**config.mk**
```make
export PLATFORM = sky130hd
export DESIGN_NAME = dns_response_parser_unit
export DESIGN_NICKNAME = d
export VERILOG_FILES = /design/src/rtl/core/dnsrp_pkg.sv /design/src/rtl/core/dns_response_parser_unit.sv /design/src/rtl/core/dnsrp_parser.sv /design/src/rtl/core/dnsrp_result_reg.sv
export SDC_FILE = /design/constraint.sdc
export NUM_CORES = 1
export LEC_CHECK = 0
export ABC_AREA = 1
export BUFFER_PORTS_ARGS = -buffer_cell sky130_fd_sc_hd__buf_2
export CORE_AREA = 2 2 135 150
export CTS_CLUSTER_SIZE = 14
export DETAILED_ROUTE_END_ITERATION = 16
export DIE_AREA = 0 0 137 152
export PLACE_DENSITY = 0.87
export SETUP_SLACK_MARGIN = 0.5
export SLEW_MARGIN = 20
export SYNTH_ARGS = -nofsm -noshare
export SYNTH_HDL_FRONTEND = slang
export SYNTH_HIERARCHICAL = 1
export SYNTH_SLANG_ARGS = --single-unit
```
**constraint.sdc**
```tcl
create_clock -name clk -period 4.2 [get_ports clk]
set_input_delay 0.84 -clock clk [delete_from_list [all_inputs] [get_ports clk]]
set_output_delay 0.84 -clock clk [all_outputs]
set_load 0.005 [all_outputs]
```
**src/rtl/core/dnsrp_pkg.sv**
```systemverilog
`default_nettype none
// ----------------------------------------------------------------------------
// dnsrp_pkg
// Types and constants shared by the DNS A-record response parser modules.
// ----------------------------------------------------------------------------
package dnsrp_pkg;

	// header and record layout
	localparam logic [3:0]  HEADER_BYTES      = 4'd12;
	localparam logic [3:0]  FIXED_BYTES       = 4'd10;
	localparam logic [3:0]  QFIXED_BYTES      = 4'd4;
	localparam logic [3:0]  ADDR_BYTES        = 4'd4;
	localparam logic [7:0]  PTR_MASK          = 8'hC0;
	localparam logic [15:0] TYPE_A            = 16'd1;
	localparam logic [15:0] ADDR_RDLENGTH     = 16'd4;
	localparam int          FLAG_QR_BIT       = 15;
	localparam logic [15:0] EXPECTED_ID_RESET = 16'h1234;

	// header byte offsets that carry fields
	localparam logic [3:0] OFS_ID_HI   = 4'd0;
	localparam logic [3:0] OFS_ID_LO   = 4'd1;
	localparam logic [3:0] OFS_FLG_HI  = 4'd2;
	localparam logic [3:0] OFS_FLG_LO  = 4'd3;
	localparam logic [3:0] OFS_ANC_HI  = 4'd6;
	localparam logic [3:0] OFS_ANC_LO  = 4'd7;

	// record fixed-part byte offsets
	localparam logic [3:0] OFS_TYPE_HI = 4'd0;
	localparam logic [3:0] OFS_TYPE_LO = 4'd1;
	localparam logic [3:0] OFS_RDL_HI  = 4'd8;
	localparam logic [3:0] OFS_RDL_LO  = 4'd9;

	// result status codes
	localparam logic [2:0] ST_RESOLVED   = 3'd0;
	localparam logic [2:0] ST_IGNORED    = 3'd1;
	localparam logic [2:0] ST_SERVER_ERR = 3'd2;
	localparam logic [2:0] ST_NO_ANSWERS = 3'd3;
	localparam logic [2:0] ST_NO_ADDRESS = 3'd4;

	typedef enum logic [3:0] {
		PH_HEADER = 4'd0,
		PH_QNAME  = 4'd1,
		PH_QLABEL = 4'd2,
		PH_QPTR   = 4'd3,
		PH_QFIXED = 4'd4,
		PH_ANAME  = 4'd5,
		PH_ALABEL = 4'd6,
		PH_APTR   = 4'd7,
		PH_AFIXED = 4'd8,
		PH_RSKIP  = 4'd9,
		PH_RADDR  = 4'd10,
		PH_DONE   = 4'd11
	} phase_t;

	typedef struct packed {
		logic [7:0] packet_byte;
		logic       last_byte;
	} item_t;

	typedef struct packed {
		logic [2:0]  status;
		logic [3:0]  error_code;
		logic [31:0] address;
	} result_t;

	// handoff from the parser to the result register
	typedef struct packed {
		logic    load;
		result_t data;
	} result_push_t;

endpackage : dnsrp_pkg
`default_nettype wire

```
**src/rtl/core/dns_response_parser_unit.sv**
```systemverilog
`default_nettype none
// ----------------------------------------------------------------------------
// dns_response_parser_unit
// DNS A-record response parser: one packet byte per transaction in, one
// verdict per packet out.
// ----------------------------------------------------------------------------
// The unit takes one byte per clock while not stalled and gives one result
// transaction per packet: the packet's last byte is
// registered, the parse state is updated by a single pass of logic, and the
// verdict lands in an output register. Input is stalled only when a last
// byte is waiting and the output register still holds a result that the
// receiver has not taken; all other bytes flow every cycle. The expected
// transaction ID is written through cfg_wr_en/cfg_wr_data while no packet
// is in flight (the user must keep to this; the block does not enforce it) and resets to 0x1234.
module dns_response_parser_unit import dnsrp_pkg::*; (
	input  wire logic        clk,
	input  wire logic        arst_n,
	input  wire logic        cfg_wr_en,
	input  wire logic [15:0] cfg_wr_data,
	input  wire logic        item_valid,
	output logic             item_stall,
	input  wire item_t       item,
	output logic             result_valid,
	input  wire logic        result_stall,
	output result_t          result
);

	logic         valid_s1;
	item_t        item_s1;
	logic [15:0]  expected_id_q;
	logic         out_free;
	logic         go;
	result_push_t push;

	// a staged byte moves on unless it closes a packet and the output is full
	assign go         = !item_s1.last_byte || out_free;
	assign item_stall = valid_s1 && !go;

	// configuration register
	always_ff @(posedge clk or negedge arst_n) begin
		if (!arst_n) begin
			expected_id_q <= EXPECTED_ID_RESET;
		end else if (cfg_wr_en) begin
			expected_id_q <= cfg_wr_data;
		end
	end

	// input register
	always_ff @(posedge clk or negedge arst_n) begin
		if (!arst_n) begin
			valid_s1 <= 1'b0;
		end else if (!item_stall) begin
			valid_s1 <= item_valid;
		end
	end

	always_ff @(posedge clk) begin
		if (!item_stall) begin
			item_s1 <= item;
		end
	end

	// parse state and verdict
	dnsrp_parser u_parser (
		.clk         (clk),
		.arst_n      (arst_n),
		.fire        (valid_s1 && go),
		.item_s1     (item_s1),
		.expected_id (expected_id_q),
		.push        (push)
	);

	// result register
	dnsrp_result_reg u_result_reg (
		.clk          (clk),
		.arst_n       (arst_n),
		.push         (push),
		.result_stall (result_stall),
		.result_valid (result_valid),
		.result       (result),
		.free         (out_free)
	);

endmodule : dns_response_parser_unit
`default_nettype wire

```
**src/rtl/core/dnsrp_parser.sv**
```systemverilog
`default_nettype none
// ----------------------------------------------------------------------------
// dnsrp_parser
// Per-packet parse state and the single-byte update; forms the verdict when
// the last byte of a packet goes through.
// ----------------------------------------------------------------------------
module dnsrp_parser import dnsrp_pkg::*; (
	input  wire logic         clk,
	input  wire logic         arst_n,
	input  wire logic         fire,
	input  wire item_t        item_s1,
	input  wire logic [15:0]  expected_id,
	output result_push_t      push
);

	phase_t      phase_q, phase_d;
	logic [3:0]  field_offset_q, field_offset_d;
	logic [15:0] header_id_q, header_id_d;
	logic [15:0] header_flags_q, header_flags_d;
	logic [15:0] answers_left_q, answers_left_d;
	logic [15:0] skip_count_q, skip_count_d;
	logic [15:0] record_type_q, record_type_d;
	logic [15:0] record_length_q, record_length_d;
	logic [31:0] address_shift_q, address_shift_d;
	logic        found_q, found_d;

	logic [7:0]  b;
	logic [15:0] skip_dec;
	logic [15:0] record_length_new;
	logic        is_question;

	assign b        = item_s1.packet_byte;
	assign skip_dec = skip_count_q - 16'd1;

	// byte update
	always_comb begin
		phase_d         = phase_q;
		field_offset_d  = field_offset_q;
		header_id_d     = header_id_q;
		header_flags_d  = header_flags_q;
		answers_left_d  = answers_left_q;
		skip_count_d    = skip_count_q;
		record_type_d   = record_type_q;
		record_length_d = record_length_q;
		address_shift_d = address_shift_q;
		found_d         = found_q;
		is_question     = (phase_q == PH_QNAME);
		record_length_new = record_length_q;

		case (phase_q)
			PH_HEADER: begin
				case (field_offset_q)
					OFS_ID_HI:  header_id_d    = {b, 8'h00};
					OFS_ID_LO:  header_id_d    = header_id_q | {8'h00, b};
					OFS_FLG_HI: header_flags_d = {b, 8'h00};
					OFS_FLG_LO: header_flags_d = header_flags_q | {8'h00, b};
					OFS_ANC_HI: answers_left_d = {b, 8'h00};
					OFS_ANC_LO: answers_left_d = answers_left_q | {8'h00, b};
					default: ;
				endcase
				if (field_offset_q == HEADER_BYTES - 4'd1) begin
					field_offset_d = '0;
					phase_d        = PH_QNAME;
				end else begin
					field_offset_d = field_offset_q + 4'd1;
				end
			end
			PH_QNAME, PH_ANAME: begin
				if (b == 8'h00) begin
					phase_d        = is_question ? PH_QFIXED : PH_AFIXED;
					field_offset_d = '0;
				end else if ((b & PTR_MASK) == PTR_MASK) begin
					phase_d = is_question ? PH_QPTR : PH_APTR;
				end else begin
					skip_count_d = {8'h00, b};
					phase_d      = is_question ? PH_QLABEL : PH_ALABEL;
				end
			end
			PH_QLABEL: begin
				skip_count_d = skip_dec;
				if (skip_dec == 16'd0) phase_d = PH_QNAME;
			end
			PH_ALABEL: begin
				skip_count_d = skip_dec;
				if (skip_dec == 16'd0) phase_d = PH_ANAME;
			end
			PH_QPTR: begin
				phase_d        = PH_QFIXED;
				field_offset_d = '0;
			end
			PH_APTR: begin
				phase_d        = PH_AFIXED;
				field_offset_d = '0;
			end
			PH_QFIXED: begin
				if (field_offset_q == QFIXED_BYTES - 4'd1) begin
					field_offset_d = '0;
					phase_d        = (answers_left_q == 16'd0) ? PH_DONE : PH_ANAME;
				end else begin
					field_offset_d = field_offset_q + 4'd1;
				end
			end
			PH_AFIXED: begin
				case (field_offset_q)
					OFS_TYPE_HI: record_type_d     = {b, 8'h00};
					OFS_TYPE_LO: record_type_d     = record_type_q | {8'h00, b};
					OFS_RDL_HI:  record_length_new = {b, 8'h00};
					OFS_RDL_LO:  record_length_new = record_length_q | {8'h00, b};
					default: ;
				endcase
				record_length_d = record_length_new;
				if (field_offset_q == FIXED_BYTES - 4'd1) begin
					field_offset_d = '0;
					if (record_type_q == TYPE_A && record_length_new == ADDR_RDLENGTH) begin
						phase_d = PH_RADDR;
					end else if (record_length_new == 16'd0) begin
						// zero-length data: record ends here
						if (answers_left_q <= 16'd1) begin
							phase_d = PH_DONE;
						end else begin
							answers_left_d = answers_left_q - 16'd1;
							phase_d        = PH_ANAME;
						end
					end else begin
						skip_count_d = record_length_new;
						phase_d      = PH_RSKIP;
					end
				end else begin
					field_offset_d = field_offset_q + 4'd1;
				end
			end
			PH_RSKIP: begin
				skip_count_d = skip_dec;
				if (skip_dec == 16'd0) begin
					if (answers_left_q <= 16'd1) begin
						phase_d = PH_DONE;
					end else begin
						answers_left_d = answers_left_q - 16'd1;
						phase_d        = PH_ANAME;
					end
				end
			end
			PH_RADDR: begin
				address_shift_d = {address_shift_q[23:0], b};
				if (field_offset_q == ADDR_BYTES - 4'd1) begin
					field_offset_d = '0;
					found_d        = 1'b1;
					phase_d        = PH_DONE;
				end else begin
					field_offset_d = field_offset_q + 4'd1;
				end
			end
			default: ;
		endcase
	end

	// verdict at the last byte, taken from the updated state
	always_comb begin
		push.load            = fire && item_s1.last_byte;
		push.data.status     = ST_NO_ADDRESS;
		push.data.error_code = 4'd0;
		push.data.address    = 32'd0;
		if (phase_d == PH_HEADER) begin
			push.data.status = ST_IGNORED;
		end else if (header_id_d != expected_id || !header_flags_d[FLAG_QR_BIT]) begin
			push.data.status = ST_IGNORED;
		end else if (header_flags_d[3:0] != 4'd0) begin
			push.data.status     = ST_SERVER_ERR;
			push.data.error_code = header_flags_d[3:0];
		end else if (answers_left_d == 16'd0) begin
			push.data.status = ST_NO_ANSWERS;
		end else if (found_d) begin
			push.data.status  = ST_RESOLVED;
			push.data.address = address_shift_d;
		end
	end

	// parse state, cleared after each packet
	always_ff @(posedge clk or negedge arst_n) begin
		if (!arst_n) begin
			phase_q         <= PH_HEADER;
			field_offset_q  <= '0;
			header_id_q     <= '0;
			header_flags_q  <= '0;
			answers_left_q  <= '0;
			skip_count_q    <= '0;
			record_type_q   <= '0;
			record_length_q <= '0;
			address_shift_q <= '0;
			found_q         <= 1'b0;
		end else if (fire) begin
			if (item_s1.last_byte) begin
				phase_q         <= PH_HEADER;
				field_offset_q  <= '0;
				header_id_q     <= '0;
				header_flags_q  <= '0;
				answers_left_q  <= '0;
				skip_count_q    <= '0;
				record_type_q   <= '0;
				record_length_q <= '0;
				address_shift_q <= '0;
				found_q         <= 1'b0;
			end else begin
				phase_q         <= phase_d;
				field_offset_q  <= field_offset_d;
				header_id_q     <= header_id_d;
				header_flags_q  <= header_flags_d;
				answers_left_q  <= answers_left_d;
				skip_count_q    <= skip_count_d;
				record_type_q   <= record_type_d;
				record_length_q <= record_length_d;
				address_shift_q <= address_shift_d;
				found_q         <= found_d;
			end
		end
	end

endmodule : dnsrp_parser
`default_nettype wire

```
**src/rtl/core/dnsrp_result_reg.sv**
```systemverilog
`default_nettype none
// ----------------------------------------------------------------------------
// dnsrp_result_reg
// Output register holding one result transaction until the receiver takes it.
// ----------------------------------------------------------------------------
module dnsrp_result_reg import dnsrp_pkg::*; (
	input  wire logic         clk,
	input  wire logic         arst_n,
	input  wire result_push_t push,
	input  wire logic         result_stall,
	output logic              result_valid,
	output result_t           result,
	output logic              free
);

	logic    valid_q;
	result_t data_q;

	// slot can take a new result this cycle
	assign free         = !valid_q || !result_stall;
	assign result_valid = valid_q;
	assign result       = data_q;

	// valid flag
	always_ff @(posedge clk or negedge arst_n) begin
		if (!arst_n) begin
			valid_q <= 1'b0;
		end else if (push.load) begin
			valid_q <= 1'b1;
		end else if (!result_stall) begin
			valid_q <= 1'b0;
		end
	end

	// payload
	always_ff @(posedge clk) begin
		if (push.load) begin
			data_q <= push.data;
		end
	end

endmodule : dnsrp_result_reg
`default_nettype wire

```
After elaboration in Yosys (flattened, before gate mapping). Index checks and enable logic that the tools add are counted.

Add/subtract/negate cells: 3. Order comparisons: 1. Equality and inequality tests: 29. Muxes and demuxes: 62. Bitwise logic cells: 7. Reductions and logical operators: 40.

Operators by type and width (number): 16-bit two-way mux (21); 16-bit one-hot mux with 2 select lines (5); 16-bit one-hot mux with 3 select lines (2); 4-bit two-way mux (20); 16-bit by 8-bit OR with 16-bit output (5); 16-bit zero test (4); 32-bit two-way mux (2); 4-bit one-hot mux with 10 select lines (1); 16-bit by 1-bit subtractor with 16-bit output, second input constant (2); 4-bit by 3-bit equality test with 1-bit output, second input constant (6); 4-bit equality test, second input constant (6); 4-bit one-hot mux with 5 select lines (1); 16-bit by 1-bit equality test with 1-bit output, second input constant (1); 16-bit by 3-bit equality test with 1-bit output, second input constant (1); 4-bit by 2-bit equality test with 1-bit output, second input constant (4); 16-bit by 1-bit less-or-equal comparator with 1-bit output, second input constant (1); 16-bit inequality test (1); 4-bit zero test (3); 3-bit inequality test, second input constant (4); 3-bit two-way mux (3); 3-bit AND reduction (3); 4-bit by 1-bit equality test with 1-bit output, second input constant (2); 8-bit zero test (1); 4-bit nonzero test (2); 19 further kinds (41).

Flip-flop bits (word level): 203. Input port bits: 30. Output and inout bits: 41.

Depth between registers and ports, before layout. Gate-level depths: netlist (run 1).

Word-level depth: 11. Gate-level depth with buffers: 23. Mapped depth without buffers: 22.

Hierarchy. Netlist (run 1), hierarchy kept.

Modules (own cells, without submodules): dnsrp_parser (times used 1, cells each 1409, area each 9252.6 sq um, sequential area each 3153.0 sq um); dnsrp_result_reg (times used 1, cells each 43, area each 1212.4 sq um, sequential area each 1196.1 sq um); dns_response_parser_unit (times used 1, cells each 83, area each 978.4 sq um, sequential area each 701.9 sq um).

Least setup slack after synthesis (run 1). Ideal clock, no wire load.

Path type: register to register. Start: reg u_parser.field_offset_q[1]. End: reg u_result_reg.data_q, in the netlist u_result_reg/result[10], data pin. Library setup time: 0.251 ns. Data arrival time: 2.573 ns. Data required time: 3.949 ns. Setup slack: 1.375 ns. Stages on the path, launching flop included: 22. Path buffers: 2. Period minus slack after synthesis: 2.825 ns. Cells stage by stage: dfrtp_1 -> inv_1 -> ha_1 -> nand3_4 -> buf_6 -> nand3_2 -> nand2_1 -> nor2_2 -> nand2_1 -> nor2_4 -> nand3_2 -> nand2_4 -> nand2_4 -> o21ai_1 -> nand2_1 -> nor2_1 -> nand2_1 -> nor2_2 -> nand2_2 -> nand2_8 -> buf_12 -> nor2_1.

Cells in the longest elaborated chain, start to end: 10. Elaborated cells between the ends (all ways): 40.

Ends and longest elaborated chain: from (decl) (RTL line dnsrp_parser.sv:17) `logic [3:0] field_offset_q, field_offset_d;`; from (signal assigned) (RTL line dnsrp_parser.sv:205) `field_offset_q <= field_offset_d;`; 4-bit equality test (on tied branches) (RTL line dnsrp_parser.sv:104, dnsrp_parser.sv:112); 16-bit one-hot mux with 2 select lines (RTL line dnsrp_parser.sv:104) `case (field_offset_q)`; 16-bit two-way mux (RTL line dnsrp_parser.sv:50) `case (phase_q)`; 16-bit zero test or 16-bit by 3-bit equality test with 1-bit output (tied branches) (RTL line dnsrp_parser.sv:116, dnsrp_parser.sv:114); 16-bit two-way mux, or another cell as far along (RTL line dnsrp_parser.sv:116) `end else if (record_length_new == 16'd0) begin`; 16-bit two-way mux or 4-bit two-way mux (tied branches) (RTL line dnsrp_parser.sv:114) `if (record_type_q == TYPE_A && record_length_new == ADDR_RDLENGTH) begin`; 16-bit two-way mux or 4-bit two-way mux (tied branches) (RTL line dnsrp_parser.sv:112) `if (field_offset_q == FIXED_BYTES - 4'd1) begin`; 16-bit one-hot mux with 3 select lines or 4-bit one-hot mux with 10 select lines (tied branches) (RTL line dnsrp_parser.sv:50); 16-bit zero test or 4-bit zero test (tied branches) (RTL line dnsrp_parser.sv:170, dnsrp_parser.sv:163); 5-bit OR reduction (no source line) (*); to (signal assigned) (RTL line dnsrp_result_reg.sv:38) `data_q <= push.data;`; to (decl) (RTL line dnsrp_result_reg.sv:17) `result_t data_q;`.

Every way passes the cells marked *; elsewhere a longest branch is shown, timed or not. The select of a mux whose other input is x is not followed. A chain may end at the register's enable or synchronous reset.

Worst setup path after layout (run 1).
Start: reg u_parser.field_offset_q[1]. End: reg u_result_reg.data_q, in the netlist u_result_reg/result[36], data pin.

Cells in the longest elaborated chain, start to end: 11. Elaborated cells between the ends (all ways): 39.

Ends and longest elaborated chain: 4-bit equality test (on tied branches) (RTL line dnsrp_parser.sv:104, dnsrp_parser.sv:112); 16-bit one-hot mux with 2 select lines (RTL line dnsrp_parser.sv:104); 16-bit two-way mux (RTL line dnsrp_parser.sv:50); 16-bit zero test or 16-bit by 3-bit equality test with 1-bit output (tied branches) (RTL line dnsrp_parser.sv:116, dnsrp_parser.sv:114); 16-bit two-way mux or 1-bit logical AND (tied branches) (RTL line dnsrp_parser.sv:116, dnsrp_parser.sv:114); 16-bit two-way mux (RTL line dnsrp_parser.sv:114); 16-bit two-way mux (RTL line dnsrp_parser.sv:112); 16-bit one-hot mux with 3 select lines (RTL line dnsrp_parser.sv:50); 16-bit zero test (RTL line dnsrp_parser.sv:170) `end else if (answers_left_d == 16'd0) begin`; 2-bit two-way mux (RTL line dnsrp_parser.sv:170); 2-bit two-way mux (RTL line dnsrp_parser.sv:167) `end else if (header_flags_d[3:0] != 4'd0) begin`.

Parallel ways exist; a longest one is shown, timed or not. The select of a mux whose other input is x is not followed.

==> results.cfg, run 1 <==
[cts]
clk_latency_ps = 440
cts.sink_count = 192
cts.htree.levels = 4
cts_tree = done
path_clk_slew_ps = 70
root_buffer = clkbuf_16
cts_buffer_depth = 2
post-cts-setup-buffers = 0
cts_buffers = 17
holdBufCountCts = 0

[critical_path]
critPathLaunchType = register
required_ps = 4400
r2r_start = u_parser/field_offset_q[1]
crit_path_max_fanout = 34
startpoint = u_parser/field_offset_q[1]
crit_type = register to register
r2r_end = u_result_reg/result[36]
critPathCaptureType = register
crit_path_end = u_result_reg/result[36]
arrival_ps = 3770
ff2ff_setup_slack_ps = 630
ff2ff_path_depth = 19

[global_route]
grt_pass1_vias = 10303
grt_overflow_total = 0
grt_util_all_layers = 0.306
grt_max_degree = 86
grt_pass1_wl_um = 50900
grt_antenna_before_repair = 0

[sta]
tns_ps = 0
setup_viol = 0
max_freq_mhz = 280
worstMarginPinSlew_ps = 990
post-route-period-util = 0.849
slew_headroom = 0.337
hold_viol = 0
rsz0062_at_grt = yes
hold_slack_ps = 444
setup_ws_ps = 633
min_period_ps = 3570
drv_slew = 0
clock_skew_ps = 12.4

[detailed_routing]
first_iter_violations = 1189
drtAntennaViolNets = 0
vias = 10673
wl_per_cell_um = 16.8
viasPerCell = 5.81
routed_wl_um = 30900
drc_errors = 0
dr.pass1.iters = 6

[synth]
synth_ff_type = dfrtp_1
yosysSeqAreaShare = 0.441
async_reset_ff_frac = 0.750
synth-edff-count = 48
synth_seq_cells = 192
syn_area_um2 = 11400
syn_area_per_cell_um2 = 7.46
synthDistinctLibCells = 51
synth_fp_nets = 1574
synthCells = 1535
yosys_warnings = 6

[finish]
layout.nets = 1612
area_growth_pct = 8.87
final_cell_area_um2 = 12500
multi_input_area_um2 = 5110
layout_common_cells = 360 x nand2_1, 228 x inv_1, 178 x o21ai_0, 155 x nor2_1, 139 x dfrtp_1
regArea_um2 = 5050
final_common_cell = nand2_1
diodes = 0
fillers = 1697
layout-drive-gt1-share = 0.114
fin_cells = 1838

[hold_path]
hp-class = input pin to async pin

[floorplanning]
dieArea_um2 = 20800
placement_rows = 54
core-area_um2 = 19500
io_pins = 71
die_w_um = 137
start_util = 0.588
die-height_um = 152

[pwr]
power_leakage_nw = 5.92
ir_worst_vdd_v = 0.000449
pwr_density_cell_nw_per_um2 = 538

[placed_design]
dp_hpwl_um = 21500
dpl_worst_slack_ps = 545
gp_congestion = 1.03
dp_cells = 1806
io_buffers = 70
dpl_cell_area_um2 = 11900

[outcome]
outcome = finished, final reports clean

[job]
maxCapViolations = 0
-- cell usage after synthesis (6+ instances only) --
| cell | number | area share |
|---|---|---|
| a211oi_1 | 6 | 0.0039 |
| a21oi_1 | 42 | 0.018 |
| a22o_1 | 8 | 0.0061 |
| buf_6 | 11 | 0.011 |
| clkbuf_1 | 42 | 0.014 |
| dfrtp_1 | 139 | 0.30 |
| edfxtp_1 | 48 | 0.13 |
| ha_1 | 9 | 0.0098 |
| inv_1 | 228 | 0.075 |
| inv_2 | 9 | 0.0030 |
| nand2_1 | 360 | 0.12 |
| nand2_2 | 8 | 0.0044 |
| nand3_1 | 97 | 0.042 |
| nand4_1 | 23 | 0.013 |
| nor2_1 | 157 | 0.051 |
| nor2_4 | 9 | 0.0089 |
| nor3_1 | 8 | 0.0035 |
| nor4_1 | 6 | 0.0033 |
| o2111ai_1 | 7 | 0.0054 |
| o21ai_0 | 178 | 0.078 |
| o21ai_1 | 8 | 0.0035 |
| o21ai_2 | 7 | 0.0054 |
| o22ai_1 | 43 | 0.024 |
| xnor2_1 | 7 | 0.0054 |
-- metal layers --
metal / vias up / wire, um / GRT usage
met5: - / 0 / 0
met3: 96 / 2200 / 0.0494
met1: 4974 / 12400 / 0.397
met4: 0 / 1480 / 0.161
met2: 521 / 14800 / 0.493
li1: 5082 / - / -
-- metrics by stage --
| stage | util | total power, mW |
|---|---|---|
| detailed placement | 0.610 | 5.07 |
| finish | 0.640 | 6.70 |
| global placement | 0.610 | 5.01 |
| global route | 0.640 | 7.13 |
| floorplan | - | 4.67 |
| CTS | 0.639 | 6.65 |
-- critical path, cell delays in order, from the launching register on --
cell and delay (ps):
dfrtp_1 420, inv_1 100, ha_1 300, nand3_4 230
inv_4 130, o21ai_0 100, nand2_1 110, nor2_2 110
nand2_1 110, nor2_4 210, nand3_1 170, nand2_4 220
inv_1 90, nor2_1 150, o22ai_1 160, nand3_2 130
buf_8 220, nand2_1 180, inv_1 100, nand2_1 50
-- worst min-delay path by stage --
stage	cells after the start	end	from
after floorplan	2	u_parser/header_id_q[12]	u_parser/header_id_q[12]
after global placement	2	u_parser/header_id_q[8]	u_parser/header_id_q[8]
after detailed placement	2	u_parser/header_id_q[8]	u_parser/header_id_q[8]
after CTS	2	expected_id_q[9]	expected_id_q[9]
after global routing	1	u_parser/record_type_q[4]	arst_n
final	1	u_parser/record_type_q[4]	arst_n
-- state kept, by name, summed over array words and instances (netlist names), 5 cells and up --
| signal | flops |
|---|---|
| u_result_reg/result | 39 |
| u_parser/answers_left_q | 16 |
| u_parser/header_flags_q | 5 |
| item_s1 | 9 |
| u_parser/record_type_q | 16 |
| u_parser/header_id_q | 16 |
| expected_id_q | 16 |
| u_parser/record_length_q | 16 |
| u_parser/address_shift_q | 32 |
| u_parser/skip_count_q | 16 |
-- final cells by class --
class	instances	area share
inverter	243	0.0736
clock inverter	13	0.00984
tap	252	0.0253
multi-input combinational	1033	0.410
timing repair buffer	86	0.0399
clock buffer	19	0.0356
sequential	192	0.405
-- cells by family (layout without fill, tap and decap cells) --
| group | count (synthesis) | after routing | synth area share |
|---|---|---|---|
| simple gates | 691 | 691 | 0.265 |
| flops | 192 | 192 | 0.441 |
| fa+ha+maj | 9 | 9 | 0.00984 |
| buf+inv | 310 | 361 | 0.115 |
| xor+xnor | 12 | 12 | 0.00918 |
| compound gates | 321 | 321 | 0.159 |
-- where the power goes --
group          switching (mW)  internal [mW]
clock network           0.768          0.798
registers               0.160           2.16
logic                    2.00          0.818
-- what timing repair did --
action	in CTS	in global routing
resized for setup	1	4
hold endpoints to repair	0	0
setup endpoints to repair	2	39
pin swaps	0	0
No activity file was read; power rests on OpenSTA's default activity.
==> run 2: changes to the inputs <==
--- a/config.mk
+++ b/config.mk
@@ -7,11 +7,11 @@
 export LEC_CHECK = 0
 export ABC_AREA = 1
 export BUFFER_PORTS_ARGS = -buffer_cell sky130_fd_sc_hd__buf_2
-export CORE_AREA = 2 2 135 150
+export CORE_AREA = 2 2 140 155
 export CTS_CLUSTER_SIZE = 14
 export DETAILED_ROUTE_END_ITERATION = 16
-export DIE_AREA = 0 0 137 152
-export PLACE_DENSITY = 0.87
+export DIE_AREA = 0 0 142 157
+export PLACE_DENSITY = 0.85
 export SETUP_SLACK_MARGIN = 0.5
 export SLEW_MARGIN = 20
 export SYNTH_ARGS = -nofsm -noshare
==> constraint.sdc (replaced) <==
create_clock -name clk -period 2.9 [get_ports clk]
set_input_delay 0.58 -clock clk [delete_from_list [all_inputs] [get_ports clk]]
set_output_delay 0.58 -clock clk [all_outputs]
set_load 0.005 [all_outputs]
==> run 2 against run 1 <==
Against the previous run:
- first-iteration DRC count up 26%
- the flow now finishes with violations (setup timing)
- maximum frequency up 12%
- critical path depth up 3
- sequential share of layout area down 5.3 points
- highest routed layer unchanged
- non-clock buffer count up 134
- register-to-register slack worse by 920 ps
==> results.cfg, run 2 (same netlist as run 1, synthesis figures left out) <==
[finish]
layout.nets = 1754
final_cell_area_um2 = 14300
regArea_um2 = 5050
final_common_cell = nand2_1
fin_cells = 1984
area_growth_pct = 25.1
layout_common_cells = 331 x nand2_1, 220 x inv_1, 161 x o21ai_0, 137 x dfrtp_1, 131 x buf_4
largest_reg_flops = 39
multi_input_area_um2 = 5780
layout-drive-gt1-share = 0.251
fillers = 1559
final_core_util = 0.696
diodes = 0

[pwr]
switchingPower_mw = 5.53
seqPwrFrac = 0.274
clock_power_share = 0.201
p_int_mw = 6.69
netSwitchingFraction = 0.453
pwr_density_cell_nw_per_um2 = 854
ir_worst_vdd_v = 0.000477
power_leakage_nw = 6.77
combPwrFrac = 0.525
finalPower_mw = 12.2

[placed_design]
gp_congestion = 1.00
dp_hpwl_um = 23500
io_buffers = 70
dpl_worst_slack_ps = -276
dpl_cell_area_um2 = 12800
dp_cells = 1917

[detailed_routing]
vias = 11810
viasPerCell = 5.95
dr.pass1.iters = 8
routed_wl_um = 36200
wl_per_cell_um = 18.2
first_iter_violations = 1503
drtAntennaViolNets = 0
drc_errors = 0

[cts]
root_buffer = clkbuf_16
cts_buffer_depth = 2
cts.sink_count = 192
path_clk_slew_ps = 80
cts.htree.levels = 4
clk_latency_ps = 440
cts_tree = done
holdBufCountCts = 0
cts_buffers = 17

[floorplanning]
dieArea_um2 = 22300
die_w_um = 142
die-height_um = 157
start_util = 0.556
core-area_um2 = 20600
placement_rows = 55
io_pins = 71

[critical_path]
crit_type = register to register
arrival_ps = 3390
crit_path_max_fanout = 7
critPathCaptureType = register
critPathLaunchType = register
required_ps = 3090

[hold_path]
hp-class = input pin to async pin

[outcome]
failed_checks = setup timing
outcome = complete, but fails checks

[job]
maxCapViolations = 0

[sta]
min_period_ps = 3190
clock_skew_ps = 14.4
max_freq_mhz = 313
slew_headroom = 0.622
rsz0062_at_grt = yes
hold_viol = 0
post-route-period-util = 1.10
setup_ws_ps = -291
setup_viol = 39
drv_slew = 0
worstMarginPinSlew_ps = 561

[global_route]
grt_pass1_vias = 11098
grt_max_degree = 75
grt_antenna_before_repair = 0
grt_util_all_layers = 0.313
grt_pass1_wl_um = 55200
grt_overflow_total = 0
[run 2: cell count changes in the layout (fill, tap and decap cells not counted), moves of 7 or more]
cell     previous run  this run
nand2_8             1         8
buf_4              14       131
buf_12              1         8
o21ai_1             8        19
buf_6               1        12
nor2_4             10        19
nor2_1            155       118
o21ai_0           178       161
inv_1             228       220
nor2_2              6        34
nand2_2             7        29
nand2_1           360       331
[run 2: worst paths after layout]
path,start,to,slack [ps],depth (start not counted)
worst min register to register,expected_id_q[5],expected_id_q[5],490,2
worst max register to register,u_parser/skip_count_q[1],u_result_reg/result[30],-290,22
worst min-delay path,arst_n,u_parser/record_type_q[0],60,1
min in group clk,item[8],item_s1[8],310,1
max in group asynchronous,arst_n,u_parser/address_shift_q[21],2080,2
worst max-delay path,u_parser/skip_count_q[1],u_result_reg/result[30],-290,22
[run 2: what timing repair did]
action / in CTS / in global routing
buffers inserted: 16 / 11
cloned: 7 / 1
resized for setup: 34 / 131
setup endpoints to repair: 88 / 134
pin swaps: 26 / 42
[run 2: area by class of cell]
type                    count  area share
clock buffers              17      0.0297
flip-flops and latches    192       0.353
clock inverters            15      0.0133
multi-input cells        1041       0.404
repair buffers            220       0.113
inverters                 243      0.0647
well taps                 256      0.0224
[run 2: per-stage QoR]
step,TNS (ps),hold slack [ps]
finish,-9790,59.9
global route,-16650,80.4
CTS,-4320,70.9
detailed placement,-9430,473
global placement,-8560,466
floorplan,0,284
[run 2: power groups by stage]
| stage | logic [mW] | registers, mW | clock network (mW) |
|---|---|---|---|
| 4_1_cts | 5.57 | 3.33 | 2.48 |
| 5_1_grt | 6.90 | 3.39 | 2.57 |
| 6_report | 6.42 | 3.35 | 2.45 |
| 3_3_place_gp | 4.75 | 3.36 | 0 |
| 3_5_place_dp | 4.83 | 3.38 | 0 |
| 2_1_floorplan | 3.53 | 3.33 | 0 |
[run 2: routing by layer]
metal,GRT usage,routed length [um],vias up
met1,0.379,13600,5521
met2,0.538,17500,703
li1,-,-,5373
met5,0,0,-
met3,0.0605,3010,213
met4,0.152,2060,0
[run 2: worst max-delay path, stage by stage (launching register included)]
cell and delay [ps]:
dfrtp_1 440, inv_2 90, ha_4 190, nand2_4 120, inv_1 60, nand2_1 70, nand2_1 100, inv_2 80
nand2_2 60, nor2_1 110, nand2_1 110, nor2_4 210, nand2_4 120, nand2_8 110, nand2_8 80, o21ai_2 120
nand2_1 80, nor2_1 140, nand2_1 100, nor2_4 200, nand2_8 160, nand2_8 130, nor2_1 50
